[config.mk]
export PLATFORM = sky130hd
export DESIGN_NAME = battery_charge_led_indicator_flat
export DESIGN_NICKNAME = d
export VERILOG_FILES = /design/src/bcli_pkg.sv /design/src/bcli_if.sv /design/src/bcli_cfg_regs.sv /design/src/bcli_core.sv /design/src/battery_charge_led_indicator.sv /design/src/flat_wrapper.sv
export SDC_FILE = /design/constraint.sdc
export NUM_CORES = 1
export LEC_CHECK = 0
export BUFFER_PORTS_ARGS = -buffer_cell sky130_fd_sc_hd__buf_4
export CORE_MARGIN = 1
export CORE_UTILIZATION = 37
export CTS_CLUSTER_SIZE = 16
export DETAILED_ROUTE_END_ITERATION = 8
export GPL_ROUTABILITY_DRIVEN = 0
export PLACE_DENSITY = 0.57
export SLEW_MARGIN = 15
export SYNTH_ARGS = -nofsm -noshare
export SYNTH_HDL_FRONTEND = slang
export SYNTH_SLANG_ARGS = --single-unit
[constraint.sdc]
create_clock -name clk -period 6.15 [get_ports clk]
set_input_delay 0.615 -clock clk [delete_from_list [all_inputs] [get_ports clk]]
set_output_delay 0.615 -clock clk [all_outputs]
set_load 0.02 [all_outputs]
[src/bcli_pkg.sv]
`default_nettype none
package bcli_pkg;

  // Width of the averaged ADC samples and of the voltage thresholds
  localparam int SAMPLE_BITS = 12;
  // Compare width for samples against the fixed grade breakpoints
  localparam int CMP_W = 16;

  localparam int CFG_DATA_W = 12;
  localparam int CFG_IDX_W = 3;

  localparam logic [6:0] HOLD_MAX = 7'd100;
  localparam logic [5:0] PHASE_LAST = 6'd50;
  localparam logic [5:0] PHASE_INPUT_END = 6'd18;
  localparam logic [5:0] PHASE_BAT_FIRST = 6'd23;
  localparam logic [5:0] PHASE_BAT_END = 6'd45;
  localparam logic [2:0] STEP_TOP = 3'd4;

  // Battery grade breakpoints with hysteresis bands
  localparam logic [CMP_W-1:0] BAT_G1_MAX = 16'd1003;
  localparam logic [CMP_W-1:0] BAT_G2_HYS = 16'd1010;
  localparam logic [CMP_W-1:0] BAT_G2_MAX = 16'd1050;
  localparam logic [CMP_W-1:0] BAT_G3_HYS = 16'd1055;
  localparam logic [CMP_W-1:0] BAT_G3_MAX = 16'd1096;
  localparam logic [CMP_W-1:0] BAT_G4_HYS = 16'd1100;
  localparam logic [CMP_W-1:0] BAT_G4_MAX = 16'd1140;
  localparam logic [CMP_W-1:0] BAT_G5_MIN = 16'd1150;

  localparam logic [SAMPLE_BITS-1:0] RST_CHARGE_ON = SAMPLE_BITS'(1974);
  localparam logic [SAMPLE_BITS-1:0] RST_CHARGE_OFF = SAMPLE_BITS'(1900);
  localparam logic [9:0] RST_LED_ON = 10'd500;
  localparam logic [7:0] RST_SLEEP = 8'd200;
  localparam logic [5:0] RST_ANIM = 6'd35;
  localparam logic [6:0] RST_CLICK_MIN = 7'd8;

  typedef enum logic [CFG_IDX_W-1:0] {
    CFG_CHARGE_ON  = 3'd0,
    CFG_CHARGE_OFF = 3'd1,
    CFG_LED_ON     = 3'd2,
    CFG_SLEEP      = 3'd3,
    CFG_ANIM       = 3'd4,
    CFG_CLICK_MIN  = 3'd5
  } bcli_cfg_idx_t;

  typedef struct packed {
    logic [SAMPLE_BITS-1:0] charge_on_level;
    logic [SAMPLE_BITS-1:0] charge_off_level;
    logic [9:0]             led_on_ticks;
    logic [7:0]             sleep_ticks;
    logic [5:0]             anim_ticks;
    logic [6:0]             click_min_ticks;
  } bcli_cfg_t;

endpackage
`default_nettype wire

[src/bcli_if.sv]
`default_nettype none
interface bcli_tick_if;
  import bcli_pkg::*;
  logic                   valid;
  logic                   ready;
  logic                   key_pressed;
  logic [SAMPLE_BITS-1:0] input_sample;
  logic [SAMPLE_BITS-1:0] battery_sample;
  modport source (output valid, key_pressed, input_sample, battery_sample, input ready);
  modport sink (input valid, key_pressed, input_sample, battery_sample, output ready);
endinterface

interface bcli_result_if;
  logic       valid;
  logic       ready;
  logic [2:0] led_level;
  logic [2:0] battery_grade;
  logic       sleep_request;
  modport source (output valid, led_level, battery_grade, sleep_request, input ready);
  modport sink (input valid, led_level, battery_grade, sleep_request, output ready);
endinterface
`default_nettype wire

[src/bcli_cfg_regs.sv]
`default_nettype none
module bcli_cfg_regs (
  input  wire logic                             clk,
  input  wire logic                             rst,
  input  wire logic                             cfg_we,
  input  wire logic [bcli_pkg::CFG_IDX_W-1:0]   cfg_index,
  input  wire logic [bcli_pkg::CFG_DATA_W-1:0]  cfg_data,
  output bcli_pkg::bcli_cfg_t                   cfg
);
  import bcli_pkg::*;

  // Decode register writes; indexes past the list are dropped
  always_ff @(posedge clk) begin
    if (rst) begin
      cfg.charge_on_level  <= RST_CHARGE_ON;
      cfg.charge_off_level <= RST_CHARGE_OFF;
      cfg.led_on_ticks     <= RST_LED_ON;
      cfg.sleep_ticks      <= RST_SLEEP;
      cfg.anim_ticks       <= RST_ANIM;
      cfg.click_min_ticks  <= RST_CLICK_MIN;
    end else if (cfg_we) begin
      unique case (cfg_index)
        CFG_CHARGE_ON:  cfg.charge_on_level  <= cfg_data[SAMPLE_BITS-1:0];
        CFG_CHARGE_OFF: cfg.charge_off_level <= cfg_data[SAMPLE_BITS-1:0];
        CFG_LED_ON:     cfg.led_on_ticks     <= cfg_data[9:0];
        CFG_SLEEP:      cfg.sleep_ticks      <= cfg_data[7:0];
        CFG_ANIM:       cfg.anim_ticks       <= cfg_data[5:0];
        CFG_CLICK_MIN:  cfg.click_min_ticks  <= cfg_data[6:0];
        default: ;
      endcase
    end
  end
endmodule
`default_nettype wire

[src/bcli_core.sv]
`default_nettype none
module bcli_core (
  input  wire logic                               clk,
  input  wire logic                               rst,
  input  wire logic                               adv,
  input  bcli_pkg::bcli_cfg_t                     cfg,
  input  wire logic                               key_pressed,
  input  wire logic [bcli_pkg::SAMPLE_BITS-1:0]   input_sample,
  input  wire logic [bcli_pkg::SAMPLE_BITS-1:0]   battery_sample,
  output logic [2:0]                              led_level,
  output logic [2:0]                              battery_grade,
  output logic                                    sleep_request
);
  import bcli_pkg::*;

  logic [6:0]             hold_count, hold_count_next;
  logic [5:0]             phase_count, phase_count_next;
  logic [SAMPLE_BITS-1:0] input_level, input_level_next;
  logic [2:0]             grade, grade_next;
  logic [2:0]             step_now, step_now_next;
  logic [9:0]             led_timer, led_timer_next;
  logic [7:0]             idle_timer, idle_timer_next;
  logic [5:0]             anim_timer, anim_timer_next;

  logic                   click;
  logic [CMP_W-1:0]       bat;
  logic [5:0]             anim_inc;
  logic [2:0]             step_inc;
  logic [9:0]             led_mid;

  // Grade from the battery sample, holding inside the hysteresis bands
  function automatic logic [2:0] next_grade(input logic [CMP_W-1:0] b, input logic [2:0] g);
    logic [2:0] r;
    r = g;
    if (b < BAT_G1_MAX) begin
      r = 3'd1;
    end else if (b < BAT_G2_MAX) begin
      if (g != 3'd1 || b > BAT_G2_HYS) r = 3'd2;
    end else if (b < BAT_G3_MAX) begin
      if (g != 3'd2 || b > BAT_G3_HYS) r = 3'd3;
    end else if (b < BAT_G4_MAX) begin
      if (g != 3'd3 || b > BAT_G4_HYS) r = 3'd4;
    end else if (b > BAT_G5_MIN) begin
      r = 3'd5;
    end
    return r;
  endfunction

  assign bat = CMP_W'(battery_sample);

  always_comb begin
    hold_count_next  = hold_count;
    phase_count_next = phase_count;
    input_level_next = input_level;
    grade_next       = grade;
    step_now_next    = step_now;
    led_mid          = led_timer;
    idle_timer_next  = idle_timer;
    anim_timer_next  = anim_timer;
    sleep_request    = 1'b0;
    click            = 1'b0;
    anim_inc         = anim_timer + 6'd1;
    step_inc         = step_now + 3'd1;

    // Key: count the hold, detect a click on release
    if (key_pressed) begin
      hold_count_next = (hold_count >= HOLD_MAX - 7'd1) ? HOLD_MAX : hold_count + 7'd1;
    end else begin
      click = (hold_count >= cfg.click_min_ticks);
      hold_count_next = '0;
    end
    if (click && input_level < cfg.charge_on_level) led_mid = cfg.led_on_ticks;

    // Sample by phase, then advance the phase
    if (phase_count < PHASE_INPUT_END) begin
      input_level_next = input_sample;
    end else if (phase_count >= PHASE_BAT_FIRST && phase_count < PHASE_BAT_END) begin
      grade_next = next_grade(bat, grade);
    end
    phase_count_next = (phase_count >= PHASE_LAST) ? 6'd0 : phase_count + 6'd1;

    // LED step: animate while charging, show the grade when unplugged
    if (input_level_next > cfg.charge_on_level) begin
      led_mid = cfg.led_on_ticks;
      idle_timer_next = '0;
      anim_timer_next = anim_inc;
      if (anim_inc >= cfg.anim_ticks) begin
        anim_timer_next = '0;
        step_now_next = (step_inc > STEP_TOP) ? grade_next : step_inc;
      end
    end else if (input_level_next <= cfg.charge_off_level) begin
      if (led_mid != '0) step_now_next = grade_next;
    end

    // LED timeout, then count idle ticks toward a sleep request
    if (led_mid != '0) begin
      led_timer_next = led_mid - 10'd1;
      idle_timer_next = '0;
    end else begin
      led_timer_next = led_mid;
      step_now_next = '0;
      idle_timer_next = idle_timer_next + 8'd1;
      if (idle_timer_next > cfg.sleep_ticks) begin
        sleep_request = 1'b1;
        idle_timer_next = '0;
      end
    end

    led_level     = step_now_next;
    battery_grade = grade_next;
  end

  // Commit state when the tick moves into the result register
  always_ff @(posedge clk) begin
    if (rst) begin
      hold_count  <= '0;
      phase_count <= '0;
      input_level <= '0;
      grade       <= '0;
      step_now    <= '0;
      led_timer   <= '0;
      idle_timer  <= '0;
      anim_timer  <= '0;
    end else if (adv) begin
      hold_count  <= hold_count_next;
      phase_count <= phase_count_next;
      input_level <= input_level_next;
      grade       <= grade_next;
      step_now    <= step_now_next;
      led_timer   <= led_timer_next;
      idle_timer  <= idle_timer_next;
      anim_timer  <= anim_timer_next;
    end
  end
endmodule
`default_nettype wire

[src/battery_charge_led_indicator.sv]
// Channel  Dir  Payload                                         Transfer
// tick     in   key_pressed, input_sample, battery_sample       valid & ready
// result   out  led_level, battery_grade, sleep_request         valid & ready
// cfg      in   cfg_index, cfg_data                             cfg_we
//
// One tick per cycle sustained while result.ready holds; a tick's result is
// loaded into the result register when it moves on (adv), then transfers out.
// Rate is set by the single state update between the two registers.
// Reset (rst, synchronous) clears valid flags and core state, loads defaults.
// A stalled result holds; the input register keeps taking ticks while its
// content can move into the result register in the same cycle.
`default_nettype none
module battery_charge_led_indicator (
  input  wire logic                             clk,
  input  wire logic                             rst,
  bcli_tick_if.sink                             tick,
  bcli_result_if.source                         result,
  input  wire logic                             cfg_we,
  input  wire logic [bcli_pkg::CFG_IDX_W-1:0]   cfg_index,
  input  wire logic [bcli_pkg::CFG_DATA_W-1:0]  cfg_data
);
  import bcli_pkg::*;

  bcli_cfg_t              cfg;
  logic                   in_valid;
  logic                   key_q;
  logic [SAMPLE_BITS-1:0] ins_q;
  logic [SAMPLE_BITS-1:0] bat_q;
  logic                   res_valid;
  logic                   adv;
  logic [2:0]             led_c, grade_c;
  logic                   sleep_c;

  bcli_cfg_regs u_cfg (
    .clk       (clk),
    .rst       (rst),
    .cfg_we    (cfg_we),
    .cfg_index (cfg_index),
    .cfg_data  (cfg_data),
    .cfg       (cfg)
  );

  bcli_core u_core (
    .clk            (clk),
    .rst            (rst),
    .adv            (adv),
    .cfg            (cfg),
    .key_pressed    (key_q),
    .input_sample   (ins_q),
    .battery_sample (bat_q),
    .led_level      (led_c),
    .battery_grade  (grade_c),
    .sleep_request  (sleep_c)
  );

  // Move the held tick on when the result register is free or draining
  assign adv        = in_valid && (!res_valid || result.ready);
  assign tick.ready = !in_valid || adv;
  assign result.valid = res_valid;

  always_ff @(posedge clk) begin
    if (rst) begin
      in_valid  <= 1'b0;
      res_valid <= 1'b0;
    end else begin
      if (tick.ready) in_valid <= tick.valid;
      if (adv) begin
        res_valid <= 1'b1;
      end else if (result.ready) begin
        res_valid <= 1'b0;
      end
    end
  end

  // Capture payloads on transfer
  always_ff @(posedge clk) begin
    if (tick.valid && tick.ready) begin
      key_q <= tick.key_pressed;
      ins_q <= tick.input_sample;
      bat_q <= tick.battery_sample;
    end
    if (adv) begin
      result.led_level     <= led_c;
      result.battery_grade <= grade_c;
      result.sleep_request <= sleep_c;
    end
  end
endmodule
`default_nettype wire

[src/flat_wrapper.sv]
// flat-port wrapper written by rule: the top's interface ports become plain ports
module battery_charge_led_indicator_flat import bcli_pkg::*;
  (clk, rst, cfg_we, cfg_index, cfg_data, tick_valid, tick_key_pressed, tick_input_sample, tick_battery_sample, tick_ready, result_valid, result_led_level, result_battery_grade, result_sleep_request, result_ready);
  bcli_tick_if tick_i ();
  bcli_result_if result_i ();
  input  wire logic clk;
  input  wire logic rst;
  input  wire logic cfg_we;
  input  wire logic [bcli_pkg::CFG_IDX_W-1:0] cfg_index;
  input  wire logic [bcli_pkg::CFG_DATA_W-1:0] cfg_data;
  input wire logic [$bits(tick_i.valid)-1:0] tick_valid;
  input wire logic [$bits(tick_i.key_pressed)-1:0] tick_key_pressed;
  input wire logic [$bits(tick_i.input_sample)-1:0] tick_input_sample;
  input wire logic [$bits(tick_i.battery_sample)-1:0] tick_battery_sample;
  output wire logic [$bits(tick_i.ready)-1:0] tick_ready;
  output wire logic [$bits(result_i.valid)-1:0] result_valid;
  output wire logic [$bits(result_i.led_level)-1:0] result_led_level;
  output wire logic [$bits(result_i.battery_grade)-1:0] result_battery_grade;
  output wire logic [$bits(result_i.sleep_request)-1:0] result_sleep_request;
  input wire logic [$bits(result_i.ready)-1:0] result_ready;
  assign tick_i.valid = tick_valid;
  assign tick_i.key_pressed = tick_key_pressed;
  assign tick_i.input_sample = tick_input_sample;
  assign tick_i.battery_sample = tick_battery_sample;
  assign tick_ready = tick_i.ready;
  assign result_valid = result_i.valid;
  assign result_led_level = result_i.led_level;
  assign result_battery_grade = result_i.battery_grade;
  assign result_sleep_request = result_i.sleep_request;
  assign result_i.ready = result_ready;
  battery_charge_led_indicator u_core (.clk(clk), .rst(rst), .tick(tick_i), .result(result_i), .cfg_we(cfg_we), .cfg_index(cfg_index), .cfg_data(cfg_data));
endmodule
# Word level (Yosys, flattened, before mapping)
# Index checks and enable logic that the tools add are counted.
[word_totals]
regBits = 144
wordCells = 109
in_bits = 45
out_inout_bits = 9
[classes]
eq_ne = 8
addsub = 6
muxes = 31
order_cmp = 20
n_reduce_logical = 22
[op_table]
columns = ["operator", "count"]
rows = [
  ["3-bit 2-to-1 mux", 16],
  ["12-bit by 11-bit > comparator with 1-bit output (second input constant)", 3],
  ["12-bit by 11-bit less-than comparator with 1-bit output (second input constant)", 3],
  ["10-bit 2-to-1 mux", 3],
  ["8-bit 2-to-1 mux", 3],
  ["10-bit nonzero test", 2],
  ["7-bit 2-to-1 mux", 2],
  ["2-bit AND reduction", 7],
  ["6-bit by 1-bit adder with 6-bit output (second input constant)", 2],
  ["12-bit by 10-bit > comparator with 1-bit output (second input constant)", 1],
  ["12-bit > comparator", 1],
  ["12-bit <= comparator", 1],
  ["12-bit by 10-bit less-than comparator with 1-bit output (second input constant)", 1],
  ["12-bit less-than comparator", 1],
  ["12-bit 2-to-1 mux", 1],
  ["6-bit 2-to-1 mux", 2],
  ["10-bit by 1-bit subtractor with 10-bit output (second input constant)", 1],
  ["8-bit by 1-bit adder with 8-bit output (second input constant)", 1],
  ["8-bit > comparator", 1],
  ["7-bit by 1-bit adder with 7-bit output (second input constant)", 1],
  ["7-bit >= comparator", 1],
  ["7-bit >= comparator (second input constant)", 1],
  ["3-bit by 2-bit equality test with 1-bit output (second input constant)", 2],
  ["3-bit equality test (second input constant)", 2],
  ["16 further kinds", 28],
]

# Logic depth before layout (Yosys ltp)
[logic_depth]
word_depth = 13
ltp_mapped = 23
depth_no_buf = 22

# Cells and area by module
# Synthesis repeated with hierarchy kept, for this count alone.
[hier_totals]
hier_cells = 876
area_unflattened_um2 = 8200.4
[by_module_without_submodules]
columns = ["mod", "n_inst", "seq_area_each_um2", "area_each_um2", "cells_per_inst"]
rows = [
  ["bcli_core", 1, 1101.1, 4899.7, 619],
  ["bcli_cfg_regs", 1, 1101.1, 2235.9, 215],
  ["battery_charge_led_indicator", 1, 1001.0, 1064.8, 42],
]

# Least setup slack after synthesis
# OpenSTA, ideal clock, no wires.
[synth_path]
path_kind = "register to register"
start = "register u_core.u_core.phase_count[2]"
end = "register u_core.u_core.idle_timer[1]"
t_required_ns = 6.085
setup_time_ns = 0.065
path_stages_with_launch = 24
synth_period_minus_slack_ns = 4.776
n_path_buf = 1
t_arrival_ns = 4.711
path_slack_ns = 1.374
cell_sequence = "dfxtp_1 o31a_1 nor2_1 buf_1 mux2_2 ha_1 a211o_1 o211ai_1 o211ai_1 o21ai_1 nand2_1 inv_1 ha_1 nand3_1 xor2_1 nor2_1 ha_1 a21o_1 a21o_1 o21ai_0 a21oi_1 a211oi_4 a22oi_1 nor2_1"
[synth_between]
elab_chain_cells = 8
elab_cells_between_ends = 10
cone_classes = "add/sub (1); order compare (3); mux (5); reduce/logical (1)"
[synth_lines]
columns = ["item", "line", "text"]
rows = [
  ["start, declared", "bcli_core.sv:17", "logic [5:0] phase_count, phase_count_next;"],
  ["start signal, assigned", "bcli_core.sv:126", "phase_count <= phase_count_next;"],
  ["6-bit by 5-bit less-than comparator with 1-bit output (*)", "bcli_core.sv:75", "if (phase_count < PHASE_INPUT_END) begin"],
  ["12-bit 2-to-1 mux (*)", "bcli_core.sv:75", ""],
  ["named net u_core.u_core.input_level_next[7]", "bcli_core.sv:18", "logic [SAMPLE_BITS-1:0] input_level, input_level_next;"],
  ["12-bit > comparator (*)", "bcli_core.sv:83", "if (input_level_next > cfg.charge_on_level) begin"],
  ["8-bit 2-to-1 mux", "bcli_core.sv:83", ""],
  ["8-bit by 1-bit adder with 8-bit output", "bcli_core.sv:102", "idle_timer_next = idle_timer_next + 8'd1;"],
  ["8-bit > comparator", "bcli_core.sv:103", "if (idle_timer_next > cfg.sleep_ticks) begin"],
  ["8-bit 2-to-1 mux", "bcli_core.sv:103", ""],
  ["8-bit 2-to-1 mux (*)", "bcli_core.sv:96", "if (led_mid != '0) begin"],
  ["end signal, assigned", "bcli_core.sv:131", "idle_timer <= idle_timer_next;"],
  ["end, declared", "bcli_core.sv:22", "logic [7:0] idle_timer, idle_timer_next;"],
]
# Mark *: on every way through the listed nets, which the timed path passes. The rest lies on a longest branch.
# A chain may end at the register's enable or synchronous reset.

# Final worst setup path
[layout_path]
start = "register u_core.u_core.phase_count[2]"
end = "register u_core.u_core.idle_timer[7]"
# The elaborated chain is that of the path after synthesis.

==> results by group <==
Run status
  – Status: finished clean

Detailed routing
  – Length of the first detailed-routing pass in iterations: 5
  – Drt first-iter violations: 419
  – Avg Vias per Cell: around 5.3
  – Vias: 6515
  – Final Routed Wirelength: 19600 um
  – Metal-1 WL: 9620 um
  – Top layer in use: met4
  – Met2 WL post-DR: around 9200 um
  – # DRC: 0
  – Routed WL per cell: 15.9 um
  – WL met3: 648 um
  – Post-DRT Antenna Nets: 0

Clock tree
  – Root Driver: clkbuf_16
  – CTS buffer count: 17
  – Post-CTS resize count: 0
  – Hold-fix buffers, CTS: 0
  – Worst-Skew Late Latency: approximately 0.43 ns
  – H-tree depth: 4
  – Clock transition at the registers of the reported paths: approximately 0.060 ns
  – TritonCTS clock tree: yes
  – Clk buf depth: 2
  – Clock tree sinks: 144
  – Post-CTS setup buffers: 0

Cells and area
  – Design area: 9090 um^2
  – Layout area overhead: 16.0%
  – Layout cell share with drive strength beyond 1: 0.118
  – Final #Nets: 1063
  – Final std cells w/o fill: 1237
  – Filler Cell Count: 2069
  – Post-layout util: 0.444
  – Ant. Diodes: 0

Place
  – Cells after DPL: approximately 1200
  – Placed cell areas: 8520 um^2
  – Port Buffers: 53
  – HPWL Detailed: roughly 14000 um
  – Pre-CTS WS: 0.695 ns

Yosys
  – Synth cell types: 63
  – Syn Inst Count: 907
  – Sequential area share after synthesis: 0.408
  – Top FF cell, synth: dfxtp_1
  – Ys async rst share: 0
  – Syn Area/Cell: 8.65 um^2
  – Synth Cell Area: 7840 um^2
  – Syn. warnings: 0
  – Synth Register Bits: 144
  – Number of flops mapped to enable cells by yosys: 32
  – Syn nets: between 1000 and 1500

Hold path
  – Hold path depth: 1
  – Hold Crit Class: primary input to flip-flop
  – Hold Path End: u_core.ins_q[10]$_DFFE_PP_
  – Hold Crit Start: tick_input_sample[10]

Global route
  – GR Util All Layers: 0.190
  – Largest net degree at the start of global routing: 54
  – First-pass GRT wire length: 32300 um
  – Antenna violations before repair: 0
  – Vias in the first global route: 6242
  – GRT overflow: 0

STA
  – Slew at the pin closest to its max-slew limit: 1.15 ns
  – Fin worst setup slack: 0.637 ns
  – RSZ-0062 raised after global routing: false
  – Final min period: roughly 5.5 ns
  – Setup Viol. Count Final: 0
  – Period Utilization, post-route: 0.896
  – Max Clock Freq: 181 MHz
  – Pins Over Slew Limit: 0
  – Slew Limit Headroom: 0.232
  – TNS Setup: 0 ns
  – Min Hold Slack: 0.361 ns
  – Final hold violations: 0
  – Skew final: between 0.005 and 0.006 ns

Critical path
  – R2R cell count: 23
  – Register-to-Register Setup Slack: 0.64 ns
  – Critical path capture point type: flip-flop
  – Capturing point of the worst reg2reg path: u_core.u_core.idle_timer[7]$_SDFFE_PP0P_
  – CP Launch Type: flip-flop
  – Setup CP Type: flip-flop to flip-flop
  – Crit-path cells: o31a_1, nor2_1, buf_4, mux2_2, ha_1, nor2b_1, o211ai_1, a211oi_1, o21ai_1, nand2_1, inv_1, ha_1, nand3_1, xor2_1, nor2_1, ha_1, a21o_1, a21o_1, o21ai_0, a21oi_1, a211oi_4, a22oi_1, nor2_1
  – Slowest CP cell: o21ai_1
  – Required time of the critical path: 6.51 ns
  – CP peak stage delay: 0.57 ns
  – CP Max Fanout: 8
  – Crit path arrival time: about 5.9 ns
  – RR Startpoint: u_core.u_core.phase_count[2]$_SDFFE_PP0P_

Pwr
  – Max rail drop VDD: between 0.2 and 0.25 mV
  – Leak: 3.63 nW
  – Total power: between 2 and 2.5 mW
  – P per Cell Area: 267 nW/um^2

Die
  – Core area: about 20000 um^2
  – Die X: 148 um
  – I/O Pins: 54
  – Initial Util: 0.383
  – DIE HEIGHT: between 100 and 150 um
  – Die ar.: 21800 um^2
  – FP Rows: between 50 and 60

Flow run
  – Max Cap Viol: 0
[per-layer routing]
| metal | vias to the layer above | GRT usage |
|---|---|---|
| li1 | 3345 | - |
| met1 | 3052 | 0.253 |
| met2 | 102 | 0.306 |
| met3 | 16 | 0.0429 |
| met4 | 0 | 0.0536 |
| met5 | - | 0 |
[Yosys cell counts, drive strengths merged (4+ instances only)]
master	n	area (um^2)
xor2	10	87.6
nor2b	9	56.3
nand3	22	110
nor2	98	368
o211ai	29	218
nor4	9	56.3
a22oi	10	75.1
a21oi	65	325
nand2	120	453
nor3b	5	37.5
o2111ai	7	61.3
nand2b	10	62.6
a211oi	12	103
mux2i	18	180
or2	4	25.0
o21ai	33	165
and2	7	43.8
o21a	4	30.0
and3	13	81.3
nor3	33	165
nand4	12	75.1
xnor2	10	87.6
nand3b	4	30.0
ha	64	801
dfxtp	112	2240
mux2	15	169
a31oi	6	37.5
a21o	4	30.0
or3	6	42.5
buf	7	27.5
clkbuf	27	101
inv	54	203
edfxtp	32	961
[area by class of cell]
type,instances,area [um^2],share of cell area
multi-input cells,675,4310,0.474
flip-flops and latches,144,3200,0.352
clock buffers,29,553,0.0608
repair buffers,62,465,0.0512
well taps,270,338,0.0371
inverters,54,203,0.0223
clock inverters,3,20.0,0.00220
[flip-flops by register name (all words and copies together) (netlist names), 6 cells and up]
signal and cells:
u_core.u_core.phase_count 6, u_core.u_cfg.cfg 55, u_core.u_core.led_timer 10, u_core.ins_q 12, u_core.u_core.anim_timer 6, u_core.u_core.hold_count 7, u_core.u_core.input_level 12, u_core.u_core.idle_timer 8
u_core.bat_q 12
[worst max-delay path, delay by kind of cell (launching register included)]
family / cells / cell delay (ns)
simple gates: 6 / 0.99
mux: 1 / 0.38
buf+inv: 2 / 0.37
fa+ha+maj: 3 / 0.78
compound gates: 10 / 2.41
xor+xnor: 1 / 0.15
flops: 1 / 0.36
[layout by cell type (no fill, tap or decap), types with 10 or more instances in the layout]
master | Yosys | routed
a21oi_1 | 65 | 65
o21ai_0 | 32 | 32
nand3_1 | 22 | 22
mux2i_1 | 18 | 18
and3_1 | 13 | 13
edfxtp_1 | 32 | 32
a22oi_1 | 10 | 10
nor3_1 | 33 | 32
mux2_2 | 15 | 15
nand2b_1 | 10 | 10
nand4_1 | 12 | 12
inv_1 | 54 | 53
nor2_1 | 98 | 98
clkbuf_16 | 0 | 19
a211oi_1 | 11 | 11
ha_1 | 64 | 64
buf_4 | 0 | 62
o211ai_1 | 29 | 29
dfxtp_1 | 112 | 112
xnor2_1 | 10 | 10
nand2_1 | 119 | 119
xor2_1 | 10 | 10
[logic make-up after synthesis]
group,share of synthesized area
multiplexers,0.0445
XOR/XNOR,0.0223
AO/OA/AOI/OAI,0.165
buffers and inverters,0.0423
adder cells (fa/ha/maj),0.102
flip-flops,0.408
AND/OR/NAND/NOR,0.215
[how the worst max path moves through the flow]
stage,start,end,slack (ns),depth (start not counted)
floorplan,u_core.u_core.phase_count[2]$_SDFFE_PP0P_,u_core.u_core.idle_timer[1]$_SDFFE_PP0P_,1.37,23
global placement,u_core.u_core.phase_count[2]$_SDFFE_PP0P_,u_core.u_core.idle_timer[0]$_SDFFE_PP0P_,0.82,23
detailed placement,u_core.u_core.phase_count[2]$_SDFFE_PP0P_,u_core.u_core.idle_timer[6]$_SDFFE_PP0P_,0.69,23
CTS,u_core.u_core.phase_count[2]$_SDFFE_PP0P_,u_core.u_core.idle_timer[7]$_SDFFE_PP0P_,0.66,23
global route,u_core.u_core.phase_count[2]$_SDFFE_PP0P_,u_core.u_core.idle_timer[1]$_SDFFE_PP0P_,0.12,23
finish,u_core.u_core.phase_count[2]$_SDFFE_PP0P_,u_core.u_core.idle_timer[7]$_SDFFE_PP0P_,0.64,23
[power by group]
| group | switching (mW) | leakage, nW | internal, mW | total, mW |
|---|---|---|---|---|
| clock | 0.392 | 0.274 | 0.607 | 0.999 |
| combinational | 0.224 | 2.13 | 0.152 | 0.375 |
| sequential | 0.0381 | 1.22 | 1.01 | 1.05 |
| total | 0.653 | 3.63 | 1.77 | 2.43 |
Note: power is estimated with default switching activity, not from simulation.
